File: src/rtl/swm_pkg.sv
// Shared types and constants for the sliding window median filter.
package swm_pkg;

  localparam int MAX_WINDOW  = 64;
  localparam int SAMPLE_BITS = 32;
  localparam int CFG_BITS    = 7;
  localparam int LEN_BITS    = $clog2(MAX_WINDOW + 1);
  localparam int AGE_BITS    = (MAX_WINDOW > 1) ? $clog2(MAX_WINDOW) : 1;
  localparam int LEN_RESET   = 3;

  typedef logic signed [SAMPLE_BITS-1:0] smp_t;
  typedef logic [AGE_BITS-1:0]           age_t;
  typedef logic [LEN_BITS-1:0]           len_t;
  typedef logic [CFG_BITS-1:0]           cfg_t;

  typedef struct packed {
    smp_t val;
    age_t age;
  } entry_t;

  typedef struct packed {
    logic step;
    logic full;
    age_t last_age;
    smp_t key;
  } cell_ctrl_t;

endpackage

File: src/rtl/swm_cell.sv
// One slot of the sorted window: holds a sample and its age, shifts with neighbors.
module swm_cell (
  input  logic                clk,
  input  swm_pkg::cell_ctrl_t ctrl,
  input  logic                valid,
  input  logic                rem_le,
  input  logic                rem_l,
  input  logic                below_left,
  input  logic                ltk_right,
  input  swm_pkg::entry_t     left,
  input  swm_pkg::entry_t     right,
  output swm_pkg::entry_t     ent,
  output logic                rm,
  output logic                ltk,
  output logic                below
);

  swm_pkg::entry_t ent_next;
  swm_pkg::entry_t src;

  assign rm    = ctrl.full && valid && (ent.age == ctrl.last_age);
  assign ltk   = valid && ($signed(ent.val) <= $signed(ctrl.key));
  assign below = rem_le ? ltk_right : ltk;

  always_comb begin
    src = ent;
    if (below) begin
      src = rem_le ? right : ent;
    end else if (!below_left) begin
      src = rem_l ? ent : left;
    end
    ent_next.val = src.val;
    ent_next.age = src.age + swm_pkg::age_t'(1);
    if (!below && below_left) begin
      ent_next.val = ctrl.key;
      ent_next.age = '0;
    end
  end

  always_ff @(posedge clk) begin
    if (ctrl.step) begin
      ent <= ent_next;
    end
  end

endmodule

File: config.mk
export PLATFORM = sky130hd
export DESIGN_NAME = swm_cell
export DESIGN_NICKNAME = d
export VERILOG_FILES = /design/src/rtl/swm_pkg.sv /design/src/rtl/swm_cell.sv
export SDC_FILE = /design/constraint.sdc
export NUM_CORES = 1
export LEC_CHECK = 0
export ABC_AREA = 1
export BUFFER_PORTS_ARGS = -buffer_cell sky130_fd_sc_hd__buf_2
export CAP_MARGIN = 20
export CORE_UTILIZATION = 38
export CTS_CLUSTER_DIAMETER = 30
export DETAILED_ROUTE_END_ITERATION = 8
export PLACE_DENSITY = 0.7
export SETUP_SLACK_MARGIN = 0.02
export SYNTH_ARGS = -nofsm -noshare
export SYNTH_HDL_FRONTEND = slang
export SYNTH_SLANG_ARGS = --single-unit
File: constraint.sdc
create_clock -name clk -period 3.03 [get_ports clk]
set_input_delay 0.606 -clock clk [delete_from_list [all_inputs] [get_ports clk]]
set_output_delay 0.606 -clock clk [all_outputs]
set_load 0.02 [all_outputs]
==> reports/qor.yml, run 1 <==
clocking:
  cts_buffers: 5
  clock-root-buffer: "clkbuf_8"
  cts_hold_buf: 0
  cts_tree: "built"
  clk_latency_ns: 0.29
  clk_pin_slew_ns: 0.08
  cts_max_path_buffers: 2
  clock-sinks: 38
  h-tree-depth: 2
run:
  cap_violations: 0
worst_setup_path:
  cp-start-kind: "input pin"
  path_cells: "buf_2 > inv_1 > ha_1 > a21oi_1 > o21ai_0 > a21oi_1 > nand2_1 > nand2_1 > nand2_1 > nand2_1 > nand3_2 > nand3_4 > nand2_8 > buf_4"
  crit_family: "simple AND/OR/NAND/NOR gates"
  cp-startpoint: "ctrl[15]"
  slowest_delay_ns: 0.31
  worstSetupPathType: "in -> out"
  critPathMostFrequentCell: "nand2_1"
  path_max_fanout: 8
  worst_ep_required_time_ns: 2.42
  cp_num_buf_inv: 3
  critPathSlowestCell: "ha_1"
  worstSetupEndpointType: "output pin"
  reg2reg_from: "ent[25]"
  worstPathArrival_ns: 2.22
final_layout:
  seqCellArea_sq_mm: 0.00114
  largest_register: "ent"
  final_layout_size_suffix_gt1_share_pct: 34.3
  n_fill_cell: 759
  largest_register_ffs: 38
  final_cells: 683
  reg_top3: "ent (38)"
  nets: 735
  antenna_cells: 0
  areaGrowthSynthToFinish_pct: 34.3
  multiInputGateArea_sq_mm: 0.00176
die:
  dieArea_sq_mm: 0.00871
  initial_core_util_pct: 40.2
  rows: 32
  fp.dieH_um: 93.3
  design.core.area_sq_mm: 0.00789
  pin_count: 163
  die_w_um: 93.3
synthesis:
  synth_compound_area_share_pct: 7.18
  syn-num-nets: 571
  synth_mux_area_share_pct: 0
  synth_sequential_area_ratio_pct: 36.0
  syn_inst: 416
  synth_top_family_by_area: "simple AND/OR/NAND/NOR gates"
  synthSimpleGateAreaFrac_pct: 33.4
  netlist_area_sq_mm: 0.00317
  yosys.cell_types.count: 34
  ys_ff_latch: 38
  synthXorXnorAreaFrac_pct: 1.10
  synth.avg_cell_area_sq_um: 7.62
  yosysWarnings: 0
  synthAdderAreaFrac_pct: 13.0
grt:
  antenna_found_initial: 0
  grt_overflow: 0
  grt_pass1_wl_um: 14000
  grt_pass1_vias: 3136
  grt_max_degree: 35
  track_usage_pct: 20.5
pwr:
  leakage_nw: 2.28
  p_total_w: 0.00174
  power_density_mw_per_mm2: 408
  peakVddDrop_v: 0.000173
sta:
  finalHoldViolations: 0
  tightest_slew_ns: 0.386
  finClkSkew_ns: 0.00585
  drv_slew: 0
  max_slew_margin_pct: 74.2
  min_period_ns: 2.83
  finalSetupViolCount: 0
  fin_ws_ns: 0.203
  fmaxAchievable_mhz: 354
  rsz0062_at_grt: "false"
  final.period_utilization_pct: 93.3
  fin_tns_setup_ns: 0
placed_design:
  io_buffers: 162
  dp.cells: 674
  globalplace.congestion: 0.853
  place_ws_ns: -0.0141
  dp_hpwl_um: 6900
routing:
  drt-pass1-iter-count: 6
  vias_per_cell: 4.83
  wirelength_um: 8670
  drc: 0
  ant_nets: 0
  wl_per_cell_um: 12.7
  drtIter0Drc: 64
  vias: 3300
worst_hold_path:
  hold_path_class: "in -> reg"
  min_from: "right[10]"
status:
  status: "completed"
==> cell usage after synthesis, drive strengths merged <==
library cell / n / share of area [%]
dlygate4sd3: 1 / 0.32
nand3: 75 / 13
buf: 6 / 1.3
nand2: 135 / 18
edfxtp: 38 / 36
inv: 56 / 6.9
nor4: 1 / 0.20
o211a: 1 / 0.32
o2111ai: 1 / 0.28
xor2: 4 / 1.1
ha: 33 / 13
clkbuf: 7 / 0.83
a21oi: 17 / 2.8
nand4: 2 / 0.39
or2: 1 / 0.20
o21ai: 18 / 2.8
nor3b: 1 / 0.24
a21o: 1 / 0.24
nor2: 15 / 1.9
o21bai: 1 / 0.24
o21a: 2 / 0.47
==> cells by family (layout without fill, tap and decap cells) <==
| family | count (synthesis) | after routing |
|---|---|---|
| AOI/OAI and AO/OA | 41 | 41 |
| xor gates and xnor gates | 4 | 4 |
| adders and majority gates | 33 | 33 |
| buffers and inverters | 70 | 235 |
| DFF | 38 | 38 |
| and+or+nand+nor | 230 | 230 |
==> area by class of cell <==
cell class              instances  area share [%]
inverters                      56            5.20
multi-input cells             308            41.2
clock inverters                 1           0.705
repair buffers                171            21.3
flip-flops and latches         38            26.8
clock buffers                   7            1.79
well taps                     102            3.00
==> repair_timing <==
item                                    CTS  global route
endpoints found under the setup margin    0             1
buffers inserted                          0             1
resized for setup                         0             2
==> worst reg2reg max path, cell delays in order, from the launching register on <==
cell	delay (ns)
edfxtp_1	0.40
ha_1	0.31
a21oi_1	0.17
nand2_1	0.08
nand2_1	0.07
nand2_1	0.06
a21oi_1	0.17
nand3_1	0.11
nand3_2	0.11
nand3_4	0.12
nand2_8	0.13
nand2_2	0.07
nand2_4	0.09
ha_1	0.17
nand2_1	0.07
o21ai_0	0.21
nor2_1	0.08
==> power by group <==
part / total (W) / leakage, nW / switching, W / internal, W
logic: 0.000625 / 1.85 / 0.000378 / 0.000247
registers: 0.000687 / 0.373 / 0.0000312 / 0.000656
clock network: 0.000425 / 0.0524 / 0.000178 / 0.000246
total: 0.00174 / 2.28 / 0.000588 / 0.00115
==> layout by cell type (no fill, tap or decap), types with 2 or more instances in the layout <==
cell type	count
buf_2	161
nand2_1	125
nand3_1	71
inv_1	53
edfxtp_1	38
ha_1	33
o21ai_0	17
a21oi_1	16
nor2_1	11
buf_4	8
nand2_2	5
clkbuf_8	5
nand2_4	4
xor2_1	4
nor2_2	3
nand4_1	2
o21a_1	2
nand3_2	2
nand3_4	2
clkbuf_1	2
buf_12	2
==> layer usage <==
metal	track usage, %	wire [um]	vias to the layer above
li1	-	-	1705
met1	24.4	3690	1484
met4	3.08	63	0
met5	0	0	-
met2	37.9	4380	104
met3	4.63	541	7
==> per-stage QoR <==
step	hold WS [ns]	instance area, sq um	utilization, %
3_3_place_gp	0.897	4140	52.5
2_1_floorplan	0.718	3180	-
4_1_cts	0.600	4250	53.8
5_1_grt	0.602	4260	54.0
3_5_place_dp	0.900	4140	52.5
6_report	0.604	4260	54.0
==> path summary, 6_finish.rpt <==
| kind | to | depth (start not counted) | slack (ns) |
|---|---|---|---|
| max | below | 14 | 0.20 |
| min | ent[10] | 3 | 0.60 |
| max reg2reg | ent[4] | 16 | 0.39 |
| min reg2reg | ent[0] | 5 | 1.00 |
Power figures use the tool's default switching activity.
==> run 2: changes to the inputs <==
- CTS_BUF_LIST: unset -> sky130_fd_sc_hd__clkbuf_8
==> reports/qor.yml, run 2 (synthesis gave the netlist of run 1 again) <==
status:
  status: "completed"  # unchanged
worst_setup_path:
  path_max_fanout: 8  # unchanged
  cp_num_buf_inv: 3  # unchanged
  crit_family: "simple AND/OR/NAND/NOR gates"  # unchanged
  cp-start-kind: "input pin"  # unchanged
  worstSetupEndpointType: "output pin"  # unchanged
  slowest_delay_ns: 0.31  # about the same
  worst_ep_required_time_ns: 2.42  # about the same
  critPathSlowestCell: "ha_1"  # unchanged
  path_cells: "buf_2 > inv_1 > ha_1 > a21oi_1 > o21ai_0 > a21oi_1 > nand2_1 > nand2_1 > nand2_1 > nand2_1 > nand3_2 > nand3_4 > nand2_8 > buf_4"  # unchanged
  critPathMostFrequentCell: "nand2_1"  # unchanged
  worstSetupPathType: "in -> out"  # unchanged
  worstPathArrival_ns: 2.22  # about the same
sta:
  min_period_ns: 2.83  # unchanged
  rsz0062_at_grt: "false"  # unchanged
  timing.hold.ws_ns: 0.603  # was 0.604 ns
  tightest_slew_ns: 0.386  # unchanged
  finClkSkew_ns: 0.00586  # was 0.00585 ns
  max_slew_margin_pct: 74.2  # unchanged
  finalHoldViolations: 0  # unchanged
  fmaxAchievable_mhz: 354  # unchanged
  fin_ws_ns: 0.203  # unchanged
  finalSetupViolCount: 0  # unchanged
  drv_slew: 0  # unchanged
  final.period_utilization_pct: 93.3  # unchanged
grt:
  track_usage_pct: 20.5  # unchanged
  use_met2_pct: 37.9  # unchanged
  grt_pass1_wl_um: 14000  # unchanged
  met3_usage_pct: 4.63  # unchanged
  antenna_found_initial: 0  # unchanged
  grt_pass1_vias: 3136  # unchanged
  grt_max_degree: 35  # unchanged
  grt_overflow: 0  # unchanged
  grt-busiest-layer: "met2"  # unchanged
  grt_util_met1_pct: 24.4  # unchanged
final_layout:
  largest_register_ffs: 38  # unchanged
  final_cells: 683  # unchanged
  post-route-util_pct: 54.0  # unchanged
  largest_register: "ent"  # unchanged
  final_common_cell: "buf_2"  # unchanged
  areaGrowthSynthToFinish_pct: 34.3  # unchanged
  nets: 735  # unchanged
  mostFrequentLayoutCells: "161 x buf_2, 125 x nand2_1, 71 x nand3_1"  # unchanged
  final_layout_size_suffix_gt1_share_pct: 34.3  # unchanged
  reg_top3: "ent (38)"  # unchanged
  finalInstanceArea_sq_mm: 0.00426  # unchanged
  antenna_cells: 0  # unchanged
placed_design:
  dpl_cell_area_sq_mm: 0.00414  # unchanged
  io_buffers: 162  # unchanged
  dp.cells: 674  # unchanged
  place_ws_ns: -0.0141  # unchanged
  dp_hpwl_um: 6900  # unchanged
  globalplace.congestion: 0.853  # unchanged
die:
  dieArea_sq_mm: 0.00871  # unchanged
  pin_count: 163  # unchanged
  die_w_um: 93.3  # unchanged
  rows: 32  # unchanged
  fp.dieH_um: 93.3  # unchanged
  design.core.area_sq_mm: 0.00789  # unchanged
  initial_core_util_pct: 40.2  # unchanged
routing:
  wl_per_cell_um: 12.7  # about the same
  vias: 3300  # unchanged
  drt-pass1-iter-count: 6  # unchanged
  wirelength_um: 8670  # about the same
  vias_per_cell: 4.83  # unchanged
  drtIter0Drc: 64  # unchanged
  ant_nets: 0  # unchanged
  drc: 0  # unchanged
clocking:
  clk_pin_slew_ns: 0.08  # about the same
  cts_hold_buf: 0  # unchanged
  h-tree-depth: 2  # unchanged
  clk_latency_ns: 0.29  # about the same
  clock-sinks: 38  # unchanged
  cts_tree: "built"  # unchanged
  cts_max_path_buffers: 2  # unchanged
  clock-root-buffer: "clkbuf_8"  # unchanged
  cts_buffers: 5  # unchanged
pwr:
  leakage_nw: 2.29  # was 2.28 nW
  power_density_mw_per_mm2: 407  # was 408 mW/mm^2
  peakVddDrop_v: 0.000173  # about the same
worst_hold_path:
  hold_path_class: "in -> reg"  # unchanged
run:
  cap_violations: 0  # unchanged
## run 2: stage by stage
step / TNS (ns) / power (W)
2_1_floorplan: 0 / 0.00108
3_3_place_gp: 0 / 0.00131
3_5_place_dp: -0.0141 / 0.00133
4_1_cts: 0 / 0.00174
5_1_grt: 0 / 0.00184
6_report: 0 / 0.00173
## run 2: metal layers
layer | vias up | routed length, um
met3 | 7 | 541
met1 | 1484 | 3690
met4 | 0 | 63
met5 | - | 0
li1 | 1705 | -
met2 | 104 | 4380
## run 2: area by class of cell
cell class / instances / area [sq um]
Clock buffer: 5 / 68.8
Clock inverter: 3 / 37.5
Fill cell: 759 / 3630
Inverter: 56 / 221
Multi-Input combinational cell: 308 / 1760
Sequential cell: 38 / 1140
Tap cell: 102 / 128
Timing Repair Buffer: 171 / 906
## run 2: worst paths after layout
path | start | endpoint | cells after the start | slack (ns)
worst max-delay path | ctrl[15] | below | 14 | 0.20
worst min-delay path | right[10] | ent[10] | 3 | 0.60
worst max register to register | ent[25] | ent[4] | 16 | 0.39
worst min register to register | ent[0] | ent[0] | 5 | 1.00
## run 2: power by group
part | internal [W] | switching [W]
registers | 0.000656 | 0.0000312
clock network | 0.000240 | 0.000179
logic | 0.000247 | 0.000378
## run 2: worst reg2reg max path, cell delays in order (launching register included)
cell	delay [ns]
edfxtp_1	0.40
ha_1	0.31
a21oi_1	0.17
nand2_1	0.08
nand2_1	0.07
nand2_1	0.06
a21oi_1	0.17
nand3_1	0.11
nand3_2	0.11
nand3_4	0.12
nand2_8	0.13
nand2_2	0.07
nand2_4	0.09
ha_1	0.17
nand2_1	0.07
o21ai_0	0.21
nor2_1	0.08
## run 2: repair_timing
item	in CTS	in global routing
buffers inserted	0	1
gates resized for setup	0	2
endpoints found under the setup margin	0	1
==> run 3: changes to the inputs <==
- PLACE_DENSITY: 0.7 -> 0.67
- RECOVER_POWER: unset -> 25
- clock period: 3.03 -> 3.1 ns (I/O delays scaled with it)
==> reports/qor.yml, run 3 (synthesis gave the netlist of run 1 again) <==
status:
  status: "completed"  # unchanged
sta:
  finClkSkew_ns: 0.0106  # was 0.00586 ns
  tightest_slew_ns: 0.554  # was 0.386 ns
  drv_slew: 0  # unchanged
  fmaxAchievable_mhz: 348
  max_slew_margin_pct: 63.0  # was 74.2%
  min_period_ns: 2.88
  final.period_utilization_pct: 92.8
  fin_tns_setup_ns: 0  # unchanged
  finalHoldViolations: 0  # unchanged
  rsz0062_at_grt: "false"  # unchanged
  fin_ws_ns: 0.223  # was 0.203 ns
  finalSetupViolCount: 0  # unchanged
final_layout:
  areaGrowthSynthToFinish_pct: 31.4  # was 34.3%
  final_layout_size_suffix_gt1_share_pct: 29.9  # was 34.3%
  reg_top3: "ent (38)"  # unchanged
  largest_register_ffs: 38  # unchanged
  nets: 734  # was 735
  mostFrequentLayoutCells: "138 x buf_2, 125 x nand2_1, 72 x nand3_1"  # was 161 x buf_2, 125 x nand2_1, 71 x nand3_1
  antenna_cells: 0  # unchanged
  largest_register: "ent"  # unchanged
  post-route-util_pct: 52.8  # was 54.0%
  final_common_cell: "buf_2"  # unchanged
  n_fill_cell: 822  # was 759
routing:
  vias_per_cell: 4.89  # was 4.83
  drc: 0  # unchanged
  wl_per_cell_um: 13.1  # was 12.7 um
  drtIter0Drc: 109  # was 64
  wirelength_um: 8890  # was 8670 um
  drt-pass1-iter-count: 4  # was 6
  vias: 3326  # was 3300
  ant_nets: 0  # unchanged
worst_setup_path:
  cp-start-kind: "input pin"  # unchanged
  worstSetupEndpointType: "output pin"  # unchanged
  critPathSlowestCell: "ha_1"  # unchanged
  path_max_fanout: 8  # unchanged
  rr_endpoint: "ent[25]"  # was ent[4]
  reg2regPathDepth: 17  # was 16
  worstPathArrival_ns: 2.26  # was 2.22 ns
  worst_ep_required_time_ns: 2.48  # was 2.42 ns
  worstSetupPathType: "in -> out"  # unchanged
  slowest_delay_ns: 0.29  # was 0.31 ns
  cp-endpoint: "below"  # unchanged
  reg2reg_from: "ent[21]"  # was ent[25]
  r2r_setup_slack_ns: 0.42  # was 0.39 ns
  cp-startpoint: "ctrl[15]"  # unchanged
  path_cells: "buf_2 > inv_1 > ha_1 > a21oi_1 > o21ai_0 > a21oi_1 > nand2_1 > nand2_1 > nand3_1 > nand3_2 > nand3_4 > nand2_8 > buf_2"  # was buf_2 > inv_1 > ha_1 > a21oi_1 > o21ai_0 > a21oi_1 > nand2_1 > nand2_1 > nand2_1 > nand2_1 > nand3_2 > nand3_4 > nand2_8 > buf_4
grt:
  antenna_found_initial: 0  # unchanged
  grt_overflow: 0  # unchanged
  grt_pass1_wl_um: 14400  # was 14000 um
  grt_max_degree: 35  # unchanged
  grt_pass1_vias: 3180  # was 3136
  track_usage_pct: 21.1  # was 20.5%
die:
  dieArea_sq_mm: 0.00871  # unchanged
  design.core.area_sq_mm: 0.00789  # unchanged
  rows: 32  # unchanged
  initial_core_util_pct: 40.2  # unchanged
  die_w_um: 93.3  # unchanged
  pin_count: 163  # unchanged
  fp.dieH_um: 93.3  # unchanged
clocking:
  cts_max_path_buffers: 2  # unchanged
  cts_buffers: 5  # unchanged
  clk_pin_slew_ns: 0.08  # about the same
  clock-sinks: 38  # unchanged
  h-tree-depth: 2  # unchanged
  clk_latency_ns: 0.29  # about the same
  cts_tree: "built"  # unchanged
  clock-root-buffer: "clkbuf_8"  # unchanged
  cts_hold_buf: 0  # unchanged
pwr:
  leakage_nw: 2.18  # was 2.29 nW
  peakVddDrop_v: 0.000187  # was 0.000173 V
  power_density_mw_per_mm2: 382  # was 407 mW/mm^2
placed_design:
  dp_hpwl_um: 7080  # was 6900 um
  globalplace.congestion: 0.817  # was 0.853
  io_buffers: 162  # unchanged
  place_ws_ns: 0.0694  # was -0.0141 ns
worst_hold_path:
  min_delay_path_depth: 3  # unchanged
  hold_path_class: "in -> reg"  # unchanged
run:
  cap_violations: 0  # unchanged
## run 3: cell count changes in the layout (fill, tap and decap cells not counted), sizes merged
cell and delta:
buf -25, bufinv -1, clkbuf +24, clkinv +1, inv -2
## run 3: metrics by stage
| stage | std cells | area [sq um] | total power [W] | hold WS [ns] |
|---|---|---|---|---|
| finish | 680 | 4170 | 0.00159 | 0.610 |
| global route | 680 | 4170 | 0.00171 | 0.610 |
| CTS | 680 | 4190 | 0.00161 | 0.605 |
| detailed placement | 674 | 4120 | 0.00129 | 0.912 |
| global placement | 674 | 4120 | 0.00128 | 0.910 |
| floorplan | 416 | 3170 | 0.00106 | 0.732 |
## run 3: critical path: cells and delay by family
kind / cells / cell delay (ns)
and+or+nand+nor: 6 / 0.59
AOI/OAI and AO/OA: 3 / 0.44
buffers and inverters: 3 / 0.31
adders and majority gates: 1 / 0.29
## run 3: what timing repair did
| item | 4_1_cts | 5_1_grt |
|---|---|---|
| gates resized for setup | 0 | 2 |
| endpoints found under the hold margin | 0 | 0 |
| endpoints found under the setup margin | 0 | 2 |
| buffers inserted | 0 | 0 |
## run 3: worst min path at each step
stage | start | to | slack [ns]
finish | right[30] | ent[30] | 0.61
global route | right[28] | ent[28] | 0.61
CTS | right[30] | ent[30] | 0.60
detailed placement | right[30] | ent[30] | 0.91
global placement | right[30] | ent[30] | 0.91
floorplan | ctrl[39] | ent[0] | 0.73
## run 3: report_power, final
part	switching [W]	internal (W)	total (W)
combinational	0.000369	0.000227	0.000597
sequential	0.0000319	0.000641	0.000673
clock	0.000175	0.000147	0.000323
## run 3: layout make-up
type / count / area [sq um] / share of cell area, %
Inverter: 56 / 221 / 5.32
Sequential cell: 38 / 1140 / 27.4
Tap cell: 102 / 128 / 3.06
Multi-Input combinational cell: 308 / 1750 / 42.0
Timing Repair Buffer: 170 / 853 / 20.5
Clock inverter: 1 / 3.75 / 0.0901
Clock buffer: 5 / 68.8 / 1.65
## run 3: layer usage
layer	vias to the layer above	part of all wire, %	routed length, um	track usage, %
met2	114	49	4330	38.4
met5	-	0	0	0
met3	10	5.6	500	3.74
li1	1703	-	-	-
met1	1499	45	3960	25.7
met4	0	1.1	99	4.87
